**src/rtl/c8_pkg.sv**
```systemverilog
`default_nettype none
package c8_pkg;

    localparam logic [11:0] PC_START  = 12'h200;
    localparam logic [11:0] FONT_BASE = 12'h050;
    localparam int          FONT_LEN  = 80;

    localparam logic [1:0] FUNC_WRITE = 2'd0;
    localparam logic [1:0] FUNC_EXEC  = 2'd1;
    localparam logic [1:0] FUNC_READ  = 2'd2;

    typedef struct packed {
        logic [1:0]  func;
        logic [11:0] mem_address;
        logic [7:0]  mem_byte;
        logic [4:0]  display_row;
    } c8_in_t;

    typedef struct packed {
        logic        status;
        logic [15:0] opcode_run;
        logic [11:0] next_pc;
        logic        drew;
        logic [7:0]  flag_reg;
        logic [63:0] row_pixels;
    } c8_out_t;

    typedef enum logic [3:0] {
        ST_IDLE,
        ST_INIT,
        ST_FETCH_HI,
        ST_FETCH_LO,
        ST_DECODE,
        ST_DRAW_RD,
        ST_DRAW_ROW,
        ST_DRAW_WR,
        ST_CLEAR,
        ST_READ,
        ST_DONE
    } c8_state_t;

    // Bus from sequencer to the frame buffer.
    typedef struct packed {
        logic        we;
        logic [4:0]  addr;
        logic [63:0] wdata;
    } c8_fb_req_t;

    function automatic logic [7:0] font_byte(input logic [6:0] idx);
        logic [7:0] f [0:79];
        f = '{8'hF0,8'h90,8'h90,8'h90,8'hF0,8'h20,8'h60,8'h20,8'h20,8'h70,
              8'hF0,8'h10,8'hF0,8'h80,8'hF0,8'hF0,8'h10,8'hF0,8'h10,8'hF0,
              8'h90,8'h90,8'hF0,8'h10,8'h10,8'hF0,8'h80,8'hF0,8'h10,8'hF0,
              8'hF0,8'h80,8'hF0,8'h90,8'hF0,8'hF0,8'h10,8'h20,8'h40,8'h40,
              8'hF0,8'h90,8'hF0,8'h90,8'hF0,8'hF0,8'h90,8'hF0,8'h10,8'hF0,
              8'hF0,8'h90,8'hF0,8'h90,8'h90,8'hE0,8'h90,8'hE0,8'h90,8'hE0,
              8'hF0,8'h80,8'h80,8'h80,8'hF0,8'hE0,8'h90,8'h90,8'h90,8'hE0,
              8'hF0,8'h80,8'hF0,8'h80,8'hF0,8'hF0,8'h80,8'hF0,8'h80,8'h80};
        if (idx < 7'(FONT_LEN))
            font_byte = f[idx];
        else
            font_byte = 8'h00;
    endfunction

endpackage
`default_nettype wire

```
**src/rtl/c8_frame.sv**
```systemverilog
`default_nettype none
module c8_frame (
    input  wire logic               clk,
    input  wire c8_pkg::c8_fb_req_t req,
    output logic [63:0]             rdata
);
    import c8_pkg::*;

    logic [63:0] rows [0:31];

    always_ff @(posedge clk)
    begin
        if (req.we)
            rows[req.addr] <= req.wdata;
        rdata <= rows[req.addr];
    end
endmodule
`default_nettype wire

```
**config.mk**
```make
export PLATFORM = sky130hd
export DESIGN_NAME = c8_frame
export DESIGN_NICKNAME = d
export VERILOG_FILES = /design/src/rtl/c8_pkg.sv /design/src/rtl/c8_frame.sv
export SDC_FILE = /design/constraint.sdc
export NUM_CORES = 1
export LEC_CHECK = 0
export BUFFER_PORTS_ARGS = -buffer_cell sky130_fd_sc_hd__buf_2
export CORE_ASPECT_RATIO = 0.8
export CORE_MARGIN = 4
export CORE_UTILIZATION = 45
export CTS_BUF_LIST = sky130_fd_sc_hd__clkbuf_4 sky130_fd_sc_hd__clkbuf_8
export DETAILED_ROUTE_END_ITERATION = 6
export PLACE_DENSITY_LB_ADDON = 0.05
export RECOVER_POWER = 50
export SETUP_SLACK_MARGIN = 0.2
export SLEW_MARGIN = 20
export SYNTH_ARGS = -nofsm -noshare
export SYNTH_HDL_FRONTEND = slang
export SYNTH_SLANG_ARGS = --single-unit
```
**constraint.sdc**
```tcl
create_clock -name clk -period 12 [get_ports clk]
set_input_delay 0.6 -clock clk [delete_from_list [all_inputs] [get_ports clk]]
set_output_delay 0.6 -clock clk [all_outputs]
set_load 0.01 [all_outputs]
```
==> impl_results.md <==
- Critical path cell sequence: buf_12, buf_4, buf_4, buf_4, buf_4, mux2i_1, o22ai_1, nor4_1, nand2_1
- Setup crit start kind: primary input
- Buffers on Ports: about 130
- Cell Area, Placed: about 0.082 mm2
- Seq. cell area: roughly 0.063 mm2
- RD Place Congestion: between 0.7 and 0.8
- Dpl ws: 6310 ps
- Worst vdd ir: about 0.00015 V
- Hold path depth: 5
- Register bit total from synthesis: ~2100
- Most frequent CP cell: buf_4
- WP buf/inv: 5
- Ys Warns: 0
- FMAX: approximately 210 MHz
- Initial antenna violation count: 17
- Worst Hold Class: primary input to flip-flop
- Max_slew headroom: -1.09
- Hold path start: req[65]
- First drt pass iteration count: 7
- Cell area after layout: ~0.090 mm2
- CP endpoint kind: flip-flop
- Distinct cell type count after synthesis: 22
- Initial DRC count: between 4000 and 5000
- Fill cells: about 14000
- Syn Std Cell Area: 0.0789 mm2
- Hold worst-path end: rdata[44]
- Clk buf depth: 4
- Leakage: about 31 nW
- Crit Path Max Fanout: ~110
- Worst r2r path cells: 4
- Fin crit share: 0.391
- Skew final: around 56 ps
- Chip Width: 476 um
- Final hold vios: 0
- H-tree depth: 5
- Reg2Reg Setup Slack: approximately 10000 ps
- Non-Filler Instances: around 7000
- Vias in the first global route: just over 40000
- Sequential fraction of the synthesis area: 0.796
- GR Overflow Total: 0
- Final setup viols: 0
- Final net count: 4627
- Reg-to-Reg Start: rows[15][57]
- Placeable Area: approximately 0.17 mm2
- RSZ-0062 raised after global routing: false
- Failing checks: max-capacitance violations, max-slew violations
- Footprint of the multi-input gates: 0.0152 mm2
- Die area: roughly 0.18 mm2
- First-pass GRT wire length: between 300000 and 400000 um
- Required time of the critical path: approximately 13000 ps
- Slew @ Worst Pin: approximately 3100 ps
- CP peak stage delay: 860 ps
- Outcome: finished with violations
- CP arrival: about 5600 ps
- Total GRT Usage: 0.242
- I/O Pins: ~140
- CTS tree: yes
- Area Growth Syn to Fin: 13.7%
- Mean Syn Cell Area: between 15 and 20 um2
- CP Class: primary input to flip-flop
- Worst skew pair latency: between 1000 and 1500 ps
- Remaining antenna violation count after routing: 0
- Syn nets: between 4000 and 5000
- Largest net degree at the start of global routing: approximately 130
- Post-DP HPWL: ~110000 um
- Max_cap viols: 4
- Root Buffer: clkbuf_8
- Post-layout min period: between 4000 and 5000 ps
- Crit path max-delay cell type: buf_4
- Drt total wl: 224000 um
- CTS clk-pin slew, worst paths: 60 ps
- Residual DRC count: 0
- DR WL/cell: between 30 and 40 um
- Initial core utilization: 0.452
- Vias per inst: just under 6
- Rows: 137
- Total CTS buffers: 349
- Setup TNS Final: 0 ps
- Post-placement cell count: 6439
- Vias: roughly 41000
- Die Ht: between 300 and 400 um
- Final setup margin: ~7300 ps
- Reg2reg end: rdata[57]
- Post-CTS Setup Inserts: 0
- Pwr Density: ~170 mW/mm2
- Worst path depth: 9
- TritonCTS Sinks: 2112
- Fin. max-slew vios: about 110
- Cells after Synth: 4136
- CP top delay family: buffers and inverters
- Ratio of cells with drive above 1 in the final layout: 0.162
[worst reg2reg max path, stage by stage, from the launching register on]
cell	delay [ps]
edfxtp_1	390
mux2i_1	160
o22ai_1	120
nor4_1	680
nand2_1	370
[logic make-up (layout without fill, tap and decap cells)]
kind of cell / after synthesis / in the layout / synth area share
other: 0 / 11 / 0
and+or+nand+nor: 253 / 253 / 0.0178
DFF: 2112 / 2112 / 0.796
AOI/OAI and AO/OA: 512 / 512 / 0.0406
buffers and inverters: 235 / 909 / 0.0155
muxes: 1024 / 1024 / 0.130
[layout make-up]
class	instances	share of cell area
Tap cell	2293	0.0320
Clock buffer	522	0.0707
Clock inverter	83	0.00473
Multi-Input combinational cell	1789	0.169
Sequential cell	2112	0.700
Antenna cell	11	0.000307
Timing Repair Buffer	304	0.0228
[worst max path at each step]
stage | startpoint | to | slack [ps]
floorplan | req[65] | rows[27][0] | 5460
global placement | req[65] | rdata[18] | 6350
detailed placement | req[65] | rdata[18] | 6310
CTS | req[65] | rdata[18] | 7410
global route | req[65] | rdata[16] | 7180
finish | req[65] | rdata[18] | 7310
[state kept, by name, indices dropped and copies added, names as in the netlist]
signal  flops
rdata      64
rows     2048
[cells in the mapped netlist, drive strengths merged]
cell	number	area share
or4b	4	0.00051
nand3	2	0.00013
nor3	4	0.00025
buf	204	0.014
or3b	3	0.00033
nand4	1	0.000079
nand2	66	0.0031
nor2	29	0.0014
nand3b	4	0.00038
o22ai	512	0.041
or3	1	0.000079
dfxtp	64	0.016
nand4b	4	0.00044
nor4	128	0.010
nand4bb	6	0.00086
mux2i	1024	0.13
or4	1	0.000095
edfxtp	2048	0.78
clkbuf	31	0.0015
[layout by cell type, fill, tap and decap left out, types with 3 or more instances in the layout]
cell / n
buf_4: 106
nand4bb_4: 6
nor3_2: 3
mux2i_1: 1024
clkinv_2: 25
dlygate4sd3_1: 58
buf_2: 69
clkbuf_4: 135
diode_2: 11
clkinvlp_4: 5
clkbuf_8: 387
nand4b_1: 4
nand3b_1: 4
clkinv_1: 49
nor2_4: 28
dfxtp_1: 64
edfxtp_1: 2048
or4b_4: 4
o22ai_1: 512
clkbuf_1: 68
nand2_1: 66
nor4_1: 128
[per-layer routing]
metal	wire length (um)	track usage
met4	5060	0.0658
met1	103000	0.359
met3	12500	0.0414
met2	103000	0.373
met5	37	0
[stage by stage]
stage                util  hold slack (ps)  power, mW
detailed placement  0.473              610       9.06
global route        0.514              381       15.7
finish              0.514              395       15.1
CTS                 0.515             3.27       15.3
global placement    0.473              623       9.05
floorplan               -              576       8.74
[power breakdown]
part | total (mW) | internal [mW] | switching, mW
clock | 6.18 | 3.40 | 2.78
combinational | 0.667 | 0.214 | 0.453
sequential | 8.25 | 8.21 | 0.0352
total | 15.1 | 11.8 | 3.27
[what timing repair did]
item	in CTS	in global routing
hold endpoints to repair	1272	0
hold buffers	58	0
gates resized for setup	0	0
No activity file was read; power rests on OpenSTA's default activity.
